File: src/rtl/rce_pkg.sv
// shared types, constants and digit helpers for the radix conversion digit emitter
package rce_pkg;

    localparam int VALUE_W     = 31;
    localparam int RADIX_W     = 5;
    localparam int DIGIT_W     = 4;
    localparam int CHAR_W      = 7;
    localparam int STACK_DEPTH = 32;
    localparam int ADDR_W      = $clog2(STACK_DEPTH);
    localparam int SP_W        = $clog2(STACK_DEPTH + 1);

    localparam logic [RADIX_W-1:0] RADIX_RESET = RADIX_W'(10);
    localparam logic [RADIX_W-1:0] RADIX_MIN   = RADIX_W'(2);
    localparam logic [RADIX_W-1:0] RADIX_MAX   = RADIX_W'(16);

    localparam logic [CHAR_W-1:0] CHAR_ZERO    = CHAR_W'(48);
    localparam logic [CHAR_W-1:0] CHAR_ALPHA   = CHAR_W'(55);

    typedef struct packed {
        logic                 start;
        logic [VALUE_W-1:0]   dividend;
        logic [RADIX_W-1:0]   divisor;
    } t_div_req;

    typedef struct packed {
        logic                 done;
        logic [VALUE_W-1:0]   quot;
        logic [DIGIT_W-1:0]   rem;
    } t_div_rsp;

    function automatic logic [RADIX_W-1:0] clamp_radix(input logic [RADIX_W-1:0] v);
        logic [RADIX_W-1:0] r;
        if (v < RADIX_MIN) begin
            r = RADIX_MIN;
        end else if (v > RADIX_MAX) begin
            r = RADIX_MAX;
        end else begin
            r = v;
        end
        return r;
    endfunction

    function automatic logic [CHAR_W-1:0] digit_glyph(input logic [DIGIT_W-1:0] d);
        logic [CHAR_W-1:0] c;
        if (d < DIGIT_W'(10)) begin
            c = CHAR_W'(CHAR_ZERO + CHAR_W'(d));
        end else begin
            c = CHAR_W'(CHAR_ALPHA + CHAR_W'(d));
        end
        return c;
    endfunction

endpackage

File: src/rtl/rce_if.sv
// valid/ready channel interfaces for configuration, input and digit output
interface rce_cfg_if import rce_pkg::*; ();
    logic               valid;
    logic               ready;
    logic [RADIX_W-1:0] radix;

    modport source (output valid, output radix, input ready);
    modport sink   (input valid, input radix, output ready);
endinterface

interface rce_in_if import rce_pkg::*; ();
    logic               valid;
    logic               ready;
    logic [VALUE_W-1:0] value;

    modport source (output valid, output value, input ready);
    modport sink   (input valid, input value, output ready);
endinterface

interface rce_out_if import rce_pkg::*; ();
    logic              valid;
    logic              ready;
    logic [CHAR_W-1:0] digit_char;
    logic              last_digit;

    modport source (output valid, output digit_char, output last_digit, input ready);
    modport sink   (input valid, input digit_char, input last_digit, output ready);
endinterface

File: src/rtl/rce_div.sv
// iterative divider by a small radix, eight quotient bits per cycle
module rce_div import rce_pkg::*; (
    input  logic     i_clk,
    input  logic     i_rst_n,
    input  t_div_req i_req,
    output t_div_rsp o_rsp
);

    localparam int WORK_W  = 32;
    localparam int STEPS   = 8;
    localparam int CYCLES  = WORK_W / STEPS;
    localparam int CNT_W   = $clog2(CYCLES);

    logic [WORK_W-1:0]  r_work, n_work;
    logic [DIGIT_W-1:0] r_rem,  n_rem;
    logic [RADIX_W-1:0] r_div;
    logic [CNT_W-1:0]   r_cnt;
    logic               r_busy;
    logic               r_done;

    always_comb begin
        logic [RADIX_W-1:0] part;
        logic [WORK_W-1:0]  w;
        logic [DIGIT_W-1:0] rm;
        w  = r_work;
        rm = r_rem;
        for (int k = 0; k < STEPS; k++) begin
            part = {rm, w[WORK_W-1]};
            w    = {w[WORK_W-2:0], 1'b0};
            if (part >= r_div) begin
                part = RADIX_W'(part - r_div);
                w[0] = 1'b1;
            end
            rm = part[DIGIT_W-1:0];
        end
        n_work = w;
        n_rem  = rm;
    end

    always_ff @(posedge i_clk) begin
        if (!i_rst_n) begin
            r_busy <= 1'b0;
            r_done <= 1'b0;
            r_cnt  <= '0;
        end else begin
            r_done <= 1'b0;
            if (i_req.start) begin
                r_busy <= 1'b1;
                r_cnt  <= '0;
            end else if (r_busy) begin
                r_cnt <= CNT_W'(r_cnt + 1'b1);
                if (r_cnt == CNT_W'(CYCLES - 1)) begin
                    r_busy <= 1'b0;
                    r_done <= 1'b1;
                end
            end
        end
    end

    always_ff @(posedge i_clk) begin
        if (i_req.start) begin
            r_work <= WORK_W'(i_req.dividend);
            r_rem  <= '0;
            r_div  <= i_req.divisor;
        end else if (r_busy) begin
            r_work <= n_work;
            r_rem  <= n_rem;
        end
    end

    assign o_rsp.done = r_done;
    assign o_rsp.quot = r_work[VALUE_W-1:0];
    assign o_rsp.rem  = r_rem;

endmodule

File: src/rtl/radix_conversion_digit_emitter.sv
// top level: integer to radix ascii conversion with digit stack and sequencer
// Each accepted value is divided repeatedly by the configured radix (2 to 16,
// written values outside that range are clamped) and its digits come out most
// significant first as upper-case ASCII, one beat per digit, with last_digit
// set on the least significant one; zero gives a single '0'. The input is not
// ready while a value is in work. Each division runs on one shared divider
// that settles eight quotient bits per cycle, and each digit goes onto the
// digit stack; popping it (a registered memory read) and showing it follow
// once all divisions are done, most significant digit first. The radix
// register can be written at any idle time.
module radix_conversion_digit_emitter import rce_pkg::*; (
    input  logic      i_clk,
    input  logic      i_rst_n,
    rce_cfg_if.sink   i_cfg,
    rce_in_if.sink    i_in,
    rce_out_if.source o_out
);

    typedef enum logic [3:0] {
        S_IDLE = 4'b0001,
        S_DIV  = 4'b0010,
        S_RD   = 4'b0100,
        S_EMIT = 4'b1000
    } t_state;

    t_state             r_state, n_state;
    logic [SP_W-1:0]    r_sp, n_sp;
    logic [SP_W-1:0]    sp_dec;
    logic [RADIX_W-1:0] r_radix;
    logic [DIGIT_W-1:0] r_rd_data;
    logic [DIGIT_W-1:0] stack_mem [STACK_DEPTH];
    logic               in_acc;
    t_div_req           div_req;
    t_div_rsp           div_rsp;

    assign in_acc  = i_in.valid && i_in.ready;
    assign sp_dec  = SP_W'(r_sp - 1'b1);

    assign i_cfg.ready = 1'b1;
    assign i_in.ready  = (r_state == S_IDLE);

    always_ff @(posedge i_clk) begin
        if (!i_rst_n) begin
            r_radix <= RADIX_RESET;
        end else if (i_cfg.valid) begin
            r_radix <= clamp_radix(i_cfg.radix);
        end
    end

    rce_div u_div (
        .i_clk   (i_clk),
        .i_rst_n (i_rst_n),
        .i_req   (div_req),
        .o_rsp   (div_rsp)
    );

    always_comb begin
        n_state          = r_state;
        n_sp             = r_sp;
        div_req.start    = 1'b0;
        div_req.dividend = (r_state == S_IDLE) ? i_in.value : div_rsp.quot;
        div_req.divisor  = r_radix;
        unique case (r_state)
            S_IDLE: begin
                if (in_acc) begin
                    div_req.start = 1'b1;
                    n_sp          = '0;
                    n_state       = S_DIV;
                end
            end
            S_DIV: begin
                if (div_rsp.done) begin
                    n_sp = SP_W'(r_sp + 1'b1);
                    if (div_rsp.quot == '0) begin
                        n_state = S_RD;
                    end else begin
                        div_req.start = 1'b1;
                    end
                end
            end
            S_RD: begin
                n_sp    = sp_dec;
                n_state = S_EMIT;
            end
            S_EMIT: begin
                if (o_out.ready) begin
                    n_state = (r_sp == '0) ? S_IDLE : S_RD;
                end
            end
            default: begin
                n_state = S_IDLE;
            end
        endcase
    end

    always_ff @(posedge i_clk) begin
        if (!i_rst_n) begin
            r_state <= S_IDLE;
            r_sp    <= '0;
        end else begin
            r_state <= n_state;
            r_sp    <= n_sp;
        end
    end

    // digit stack
    always_ff @(posedge i_clk) begin
        if (r_state == S_DIV && div_rsp.done) begin
            stack_mem[r_sp[ADDR_W-1:0]] <= div_rsp.rem;
        end
    end

    always_ff @(posedge i_clk) begin
        if (r_state == S_RD) begin
            r_rd_data <= stack_mem[sp_dec[ADDR_W-1:0]];
        end
    end

    assign o_out.valid      = (r_state == S_EMIT);
    assign o_out.digit_char = digit_glyph(r_rd_data);
    assign o_out.last_digit = (r_sp == '0);

    a_no_overlap: assert property (@(posedge i_clk) disable iff (!i_rst_n)
        !(o_out.valid && i_in.ready))
        else $error("output beat shown while input is ready");

    a_last_frees: assert property (@(posedge i_clk) disable iff (!i_rst_n)
        o_out.valid && o_out.ready && o_out.last_digit |=> i_in.ready)
        else $error("input not ready after last digit beat");

    a_div_in_div: assert property (@(posedge i_clk) disable iff (!i_rst_n)
        div_rsp.done |-> r_state == S_DIV)
        else $error("divider finished outside the divide phase");

    a_sp_bound: assert property (@(posedge i_clk) disable iff (!i_rst_n)
        r_sp <= SP_W'(STACK_DEPTH))
        else $error("stack pointer beyond stack depth");

endmodule
File: src/flat_wrapper.sv
// flat-port wrapper written by rule: the top's interface ports become plain ports
module radix_conversion_digit_emitter_flat import rce_pkg::*;
  (i_clk, i_rst_n, i_cfg_valid, i_cfg_radix, i_cfg_ready, i_in_valid, i_in_value, i_in_ready, o_out_valid, o_out_digit_char, o_out_last_digit, o_out_ready);
  rce_cfg_if i_cfg_i ();
  rce_in_if i_in_i ();
  rce_out_if o_out_i ();
  input  logic i_clk;
  input  logic i_rst_n;
  input wire logic [$bits(i_cfg_i.valid)-1:0] i_cfg_valid;
  input wire logic [$bits(i_cfg_i.radix)-1:0] i_cfg_radix;
  output wire logic [$bits(i_cfg_i.ready)-1:0] i_cfg_ready;
  input wire logic [$bits(i_in_i.valid)-1:0] i_in_valid;
  input wire logic [$bits(i_in_i.value)-1:0] i_in_value;
  output wire logic [$bits(i_in_i.ready)-1:0] i_in_ready;
  output wire logic [$bits(o_out_i.valid)-1:0] o_out_valid;
  output wire logic [$bits(o_out_i.digit_char)-1:0] o_out_digit_char;
  output wire logic [$bits(o_out_i.last_digit)-1:0] o_out_last_digit;
  input wire logic [$bits(o_out_i.ready)-1:0] o_out_ready;
  assign i_cfg_i.valid = i_cfg_valid;
  assign i_cfg_i.radix = i_cfg_radix;
  assign i_cfg_ready = i_cfg_i.ready;
  assign i_in_i.valid = i_in_valid;
  assign i_in_i.value = i_in_value;
  assign i_in_ready = i_in_i.ready;
  assign o_out_valid = o_out_i.valid;
  assign o_out_digit_char = o_out_i.digit_char;
  assign o_out_last_digit = o_out_i.last_digit;
  assign o_out_i.ready = o_out_ready;
  radix_conversion_digit_emitter u_core (.i_clk(i_clk), .i_rst_n(i_rst_n), .i_cfg(i_cfg_i), .i_in(i_in_i), .o_out(o_out_i));
endmodule
File: config.mk
export PLATFORM = sky130hd
export DESIGN_NAME = radix_conversion_digit_emitter_flat
export DESIGN_NICKNAME = d
export VERILOG_FILES = /design/src/rtl/rce_pkg.sv /design/src/rtl/rce_if.sv /design/src/rtl/rce_div.sv /design/src/rtl/radix_conversion_digit_emitter.sv /design/src/flat_wrapper.sv
export SDC_FILE = /design/constraint.sdc
export NUM_CORES = 1
export LEC_CHECK = 0
export BUFFER_PORTS_ARGS = -buffer_cell sky130_fd_sc_hd__clkbuf_2
export CORE_MARGIN = 2
export CORE_UTILIZATION = 49
export CTS_BUF_LIST = sky130_fd_sc_hd__clkbuf_8
export DETAILED_ROUTE_END_ITERATION = 7
export GPL_ROUTABILITY_DRIVEN = 0
export GPL_TIMING_DRIVEN = 0
export PLACE_DENSITY_LB_ADDON = 0.3
export REMOVE_ABC_BUFFERS = 1
export SLEW_MARGIN = 20
export SYNTH_ARGS = -nofsm -noshare
export SYNTH_HDL_FRONTEND = slang
export SYNTH_HIERARCHICAL = 1
export SYNTH_SLANG_ARGS = --single-unit
File: constraint.sdc
create_clock -name i_clk -period 30.9 [get_ports i_clk]
set_input_delay 0 -clock i_clk [delete_from_list [all_inputs] [get_ports i_clk]]
set_output_delay 0 -clock i_clk [all_outputs]
set_load 0.01 [all_outputs]
# Yosys cells after proc, flatten, opt, wreduce, memory -nomap -nowiden
# Memory sizes are Yosys's and may differ from the RTL's. A register that Yosys moved wholly into a read port is not among the register bits.
# Cells that the tools add are included.
# Widths: inputs -> output; s select.
# totals
latchBits	0
input_bits	41
rom_bits	0
ramBits	128
memories	1
word_cells	99
reg_bits	60
# memory_table
name	depth	word_bits	read_ports	rd_ports_with_merged_regs	wr	line	text
u_core.stack_mem	32	4	1	1	1	radix_conversion_digit_emitter.sv:31	logic [DIGIT_W-1:0] stack_mem [STACK_DEPTH];
# op_classes
order_cmp	11
mul	0
n_shift	0
n_eq_ne	10
div_mod_pow	0
add_sub_neg	13
n_bitwise	2
n_mux	41
n_reduce_logical	11
# ops
operator	count
$mux 31	3
$mux 4	12
$ge 5x5->1	8
$sub 4x4->4	8
$logic_not 31->1	1
$pmux 6 s3	1
$mux 1	17
$pmux 4 s4	1
$add 6x4->7 const A	2
$mux 6	2
$mux 5	2
$mux 7	1
$add 6x1->6 const B	1
$logic_not 6->1	1
$ne 2x1->1 const B	3
$sub 6x1->6 const B	1
$gt 5x5->1 const B	1
$lt 5x2->1 const B	1
$eq 4x1->1 const B	1
$eq 4x2->1 const B	1
$eq 4x3->1 const B	1
$eq 4x4->1 const B	1
$lt 4x4->1 const B	1
$ne 2x2->1 const B	2
other kinds (13)	15

# Logic depth before layout (Yosys ltp)
# logic_depth
ltp_word	18
mapped_depth	52
ltp_nobuf	51

# Hierarchy
# The synthesis kept the hierarchy.
# by_module_without_submodules
module	n_inst	cells_each	seq_area_each_um2	area_each_um2
radix_conversion_digit_emitter	1	452	4264.1	6810.3
rce_div	1	364	1261.2	3839.9

# Worst setup path after synthesis
# Ideal clock, no wire load.
# synth_timing
path_kind	flip-flop to flip-flop
from	reg u_core.u_div.r_div[1]
to	reg u_core.u_div.r_work[0] (data pin)
arrival_ps	10541
t_required_ps	30640
n_path_buf	0
setup_ps	260
slack_ps	20099
path_stages_with_launch	48
path_cell_list	edfxtp_1 -> inv_1 -> ha_1 -> nor2b_1 -> o31a_1 -> o31a_1 -> o31ai_1 -> inv_1 -> ha_1 -> nor2b_1 -> o31a_1 -> o22ai_2 -> mux2_2 -> inv_1 -> ha_1 -> nor2b_1 -> o31a_1 -> o22ai_2 -> (+12 left out) -> nand2_1 -> o31ai_2 -> ha_1 -> and4_1 -> nor3_1 -> a21o_1 -> mux2i_1 -> ha_1 -> a21o_1 -> a31oi_1 -> o21ai_1 -> nand2b_1 -> o21ai_0 -> ha_1 -> a21o_1 -> a31oi_1 -> o21ai_1 -> mux2_2
# synth_via
elab_chain_len	18
word_cells_on_any_way	25
# synth_lines
element	line	text
start, declared	rce_div.sv:16	logic [RADIX_W-1:0] r_div;
start signal, assigned	rce_div.sv:64	r_div <= i_req.divisor;
$sub 4x4->4 or $ge 5x5->1 (tied branches)	rce_div.sv:31, rce_div.sv:30	
$mux 4	rce_div.sv:30	if (part >= r_div) begin
$sub 4x4->4 or $ge 5x5->1 (tied branches)	rce_div.sv:31, rce_div.sv:30	
$mux 4	rce_div.sv:30	
$sub 4x4->4 or $ge 5x5->1 (tied branches)	rce_div.sv:31, rce_div.sv:30	
$mux 4	rce_div.sv:30	
$ge 5x5->1 or $sub 4x4->4 (tied branches)	rce_div.sv:30, rce_div.sv:31	
$mux 4	rce_div.sv:30	
(+2 left out)	-	
$sub 4x4->4 or $ge 5x5->1 (tied branches)	rce_div.sv:31, rce_div.sv:30	
$mux 4	rce_div.sv:30	
$sub 4x4->4 or $ge 5x5->1 (tied branches)	rce_div.sv:31, rce_div.sv:30	
$mux 4	rce_div.sv:30	
$ge 5x5->1 *	rce_div.sv:30	
$mux 1 *	rce_div.sv:30	
$mux 31 *	rce_div.sv:65	end else if (r_busy) begin
$mux 31 *	rce_div.sv:61	if (i_req.start) begin
end signal, assigned	rce_div.sv:62	r_work <= WORK_W'(i_req.dividend);
end signal, assigned	rce_div.sv:66	r_work <= n_work;
end, declared	rce_div.sv:14	logic [WORK_W-1:0] r_work, n_work;
# Every way passes the cells marked *; elsewhere a longest branch is shown, timed or not. The select of a mux whose other input is x is not followed.
# A chain may end at the register's enable or synchronous reset.

# Final worst setup path
# layout_timing
from	reg u_core.u_div.r_div[1]
to	reg u_core.u_div.r_rem[2]
# layout_via
elab_chain_len	16
word_cells_on_any_way	24
# layout_lines
element	line	text
$sub 4x4->4 or $ge 5x5->1 (tied branches)	rce_div.sv:31, rce_div.sv:30	
$mux 4	rce_div.sv:30	
$sub 4x4->4 or $ge 5x5->1 (tied branches)	rce_div.sv:31, rce_div.sv:30	
$mux 4	rce_div.sv:30	
$sub 4x4->4 or $ge 5x5->1 (tied branches)	rce_div.sv:31, rce_div.sv:30	
$mux 4	rce_div.sv:30	
$ge 5x5->1 or $sub 4x4->4 (tied branches)	rce_div.sv:30, rce_div.sv:31	
$mux 4	rce_div.sv:30	
$sub 4x4->4 or $ge 5x5->1 (tied branches)	rce_div.sv:31, rce_div.sv:30	
$mux 4	rce_div.sv:30	
$sub 4x4->4 or $ge 5x5->1 (tied branches)	rce_div.sv:31, rce_div.sv:30	
$mux 4	rce_div.sv:30	
$ge 5x5->1 or $sub 4x4->4 (tied branches)	rce_div.sv:30, rce_div.sv:31	
$mux 4	rce_div.sv:30	
$sub 4x4->4 or $ge 5x5->1 (tied branches)	rce_div.sv:31, rce_div.sv:30	
$mux 4 *	rce_div.sv:30	
end signal, assigned	rce_div.sv:67	r_rem <= n_rem;
end, declared	rce_div.sv:15	logic [DIGIT_W-1:0] r_rem, n_rem;
# Every way passes the cells marked *; elsewhere a longest branch is shown, timed or not.

==> reports/metrics.cfg <==
[run_status]
run_status = complete, no violations

[clock_tree]
cts_hold_buffers = 47
clkSlewWorstSetupHoldPaths_ps = 110
cts_inserted_buffers = 17
clk-insertion-delay-late_ps = 470
cts_tree = done
clock_tree.buffer_depth = 2
cts.sink_count = 192
cts.repair.resized = 0
cts_setup_buffers = 0
cts_root_buffer = sky130_fd_sc_hd__clkbuf_8
cts.htree.levels = 4

[timing]
worstMarginPinSlew_ps = 822
timing.slew.headroom = 0.450
finalHoldViolations = 0
fin_setup_tns_ps = 0
period_minus_slack_ps = 12850
final_min_period_over_clock_period = 0.416
max_freq_mhz = 77.8
timing_max_transition_violations_final = 0
setup_violations = 0
grt_setup_unrepaired = no
worst_clock_skew_ps = 20.2

[synth]
synth_fa_ha_area_frac = 0.0703
synthesis.area_mm2 = 0.0107
yosys_register_bits = 192
synth_flop_cell = sky130_fd_sc_hd__edfxtp_1
cells_after_synth = 816
yosys-mux-area-fraction = 0.160
synthXorXnorAreaFrac = 0.0123
synth-async-reset-ratio = 0
post-synth-top-count-cell = sky130_fd_sc_hd__edfxtp_1
synth_compound_gate_area_share = 0.0943
synthSimpleGateAreaFrac = 0.0912
post_synth_top_area_share = 0.474
synth_cell_types = 71
synth-edff-count = 168
synth_top_family_by_area = multiplexers
synth_commonest_cells = sky130_fd_sc_hd__edfxtp_1 (168), sky130_fd_sc_hd__mux2_2 (77), sky130_fd_sc_hd__nor2_1 (60)
synth_top_cell_by_area = sky130_fd_sc_hd__edfxtp_1
synth_area_leaders = sky130_fd_sc_hd__edfxtp_1 (47%), sky130_fd_sc_hd__mux2_2 (8.1%), sky130_fd_sc_hd__mux4_2 (6.8%), sky130_fd_sc_hd__ha_1 (5.5%), sky130_fd_sc_hd__dfxtp_1 (4.5%)
ys_seq_area_frac = 0.519
synthesis.yosys.warnings = 6
postSynthAreaPerCell_um2 = 13.1

[worst_setup_path]
critPathMaxStageDelay_ps = 730
path_class = register to register
cp.arrival_ps = 13230
crit_path_frequent_cell = sky130_fd_sc_hd__ha_1
crit_fanout = 10
cpMaxStageDelayCell = sky130_fd_sc_hd__edfxtp_1
worst_ep_required_time_ps = 31280
cp_launch_type = register
worst_setup_path_end_kind = register

[layout]
combined_area_of_the_multi_input_logic_cells_mm2 = 0.00460
antenna_cells_inserted = 0
design.final.nets = 969
register_area_mm2 = 0.00553
n_fill_cell = 1706
area.growth.synth_to_final_pct = 11.6
fraction_of_final_layout_cells_sized_beyond_drive_strength_1 = 0.257

[global_route]
overflow = 0
track_usage = 0.200
largest_net_degree_at_the_start_of_global_routing = 37
antenna_found_initial = 0
vias_in_the_first_global_route = 6597
grt_first_pass_wirelength_mm = 34.9

[floorplan]
die_x_um = 151
initial_utilization = 0.503
row_count = 53
total_die_area_mm2 = 0.0229
core_area_mm2 = 0.0212
floorplan.io_pins = 52
die_height_um = 151

[drt]
drt_wl_total_mm = 21.9
dr_total_vias = 6652
drt_iter0_markers = 604
drt_pre_antenna_iters = 5
viasPerCell = 5.73
antenna_left = 0
route.detailed.wl_per_inst_um = 18.9
drc_viols = 0

[place]
port_buffers = 50
dp_hpwl_mm = 14.8

[min_path]
hold_class = input pin to register

[run]
drv.max_cap_violation_count = 0

## metrics by stage
stage / instances / util / hold slack, ps / setup slack, ps / cell area (um^2)
floorplan: 750 / - / 71.8 / 20090 / 10300
global placement: 1075 / 0.513 / 307 / 18080 / 10800
detailed placement: 1082 / 0.520 / 309 / 18170 / 11000
CTS: 1161 / 0.562 / 3.74 / 18040 / 11900
global route: 1161 / 0.562 / 53.0 / 17010 / 11900
finish: 1161 / 0.562 / 38.9 / 18050 / 11900
## cell usage in the layout (no fill, tap or decap), types with 4 or more instances in the layout
cell type	n
sky130_fd_sc_hd__inv_1	43
sky130_fd_sc_hd__mux2i_1	12
sky130_fd_sc_hd__nand3_1	11
sky130_fd_sc_hd__or3_1	7
sky130_fd_sc_hd__o31a_1	7
sky130_fd_sc_hd__clkbuf_8	17
sky130_fd_sc_hd__nor2_1	60
sky130_fd_sc_hd__o22ai_1	4
sky130_fd_sc_hd__nor3_1	12
sky130_fd_sc_hd__ha_1	46
sky130_fd_sc_hd__clkinv_8	6
sky130_fd_sc_hd__o221ai_1	4
sky130_fd_sc_hd__nor4_1	9
sky130_fd_sc_hd__o21ai_1	4
sky130_fd_sc_hd__and3_1	5
sky130_fd_sc_hd__dfxtp_1	19
sky130_fd_sc_hd__or2_2	4
sky130_fd_sc_hd__xnor2_1	11
sky130_fd_sc_hd__nand4_1	6
sky130_fd_sc_hd__o21ai_0	24
sky130_fd_sc_hd__mux2_2	77
sky130_fd_sc_hd__o31ai_1	4
sky130_fd_sc_hd__dfxtp_2	4
sky130_fd_sc_hd__o2111ai_1	5
sky130_fd_sc_hd__nand2b_1	7
sky130_fd_sc_hd__nor3b_1	4
sky130_fd_sc_hd__a21o_1	11
sky130_fd_sc_hd__a21oi_1	18
sky130_fd_sc_hd__nand2_1	32
sky130_fd_sc_hd__dlygate4sd3_1	47
sky130_fd_sc_hd__o21a_1	17
sky130_fd_sc_hd__clkbuf_2	50
sky130_fd_sc_hd__a211oi_1	5
sky130_fd_sc_hd__inv_6	4
sky130_fd_sc_hd__edfxtp_1	168
sky130_fd_sc_hd__mux4_2	32
sky130_fd_sc_hd__fa_1	8
sky130_fd_sc_hd__nor2b_1	9
## critical path, delay by kind of cell (launching register included)
family / cells / cell delay (ps)
AO/OA/AOI/OAI: 23 / 6340
adder cells (fa/ha/maj): 8 / 2400
multiplexers: 3 / 1290
AND/OR/NAND/NOR: 9 / 1170
buffers and inverters: 5 / 820
flip-flops: 1 / 730
## kinds of logic after synthesis
family / Yosys count
AO/OA/AOI/OAI: 136
buffers and inverters: 109
other: 1
adder cells (fa/ha/maj): 55
multiplexers: 121
flip-flops: 192
AND/OR/NAND/NOR: 187
XOR/XNOR: 15
## worst paths after layout
| path | start | endpoint | cells past startpoint | slack (ps) |
|---|---|---|---|---|
| worst min register to register | u_core/r_radix[4]$_SDFFE_PN0P_ | u_core/u_div/r_div[4]$_DFFE_PP_ | 0 | 440 |
| worst max register to register | u_core/u_div/r_div[1]$_DFFE_PP_ | u_core/u_div/r_rem[2]$_SDFFE_PP0P_ | 48 | 18050 |
| worst max-delay path | u_core/u_div/r_div[1]$_DFFE_PP_ | u_core/u_div/r_rem[2]$_SDFFE_PP0P_ | 48 | 18050 |
| worst min-delay path | i_in_value[6] | u_core/u_div/r_work[6]$_DFFE_PP_ | 4 | 40 |
## layout make-up
type | instances | area share
clock inverters | 15 | 0.0154
clock buffers | 17 | 0.0197
repair buffers | 104 | 0.0698
multi-input cells | 515 | 0.387
inverters | 43 | 0.0136
well taps | 275 | 0.0290
flip-flops and latches | 192 | 0.466
## state kept, by name, indices dropped and copies added (netlist names)
name / count
u_core/r_state: 4
u_core/r_radix: 5
u_core/u_div/r_cnt: 2
u_core/u_div/r_div: 5
u_core/u_div/r_rem: 4
u_core/stack_mem: 128
u_core/u_div/r_work: 32
u_core/u_div/r_done: 1
u_core/r_rd_data: 4
u_core/r_sp: 6
u_core/u_div/r_busy: 1
## metal layers
layer	routed length, um	track usage	up-vias	part of all wire
met1	9710	0.265	3266	0.44
met3	940	0.0361	13	0.043
met2	11100	0.347	164	0.51
met5	0	0	-	0
met4	171	0.0397	0	0.0078
li1	-	-	3209	-
Power is left out: the tool's default activity adds up to more than one toggle a clock period on the data nets, which glitch-free logic cannot reach.
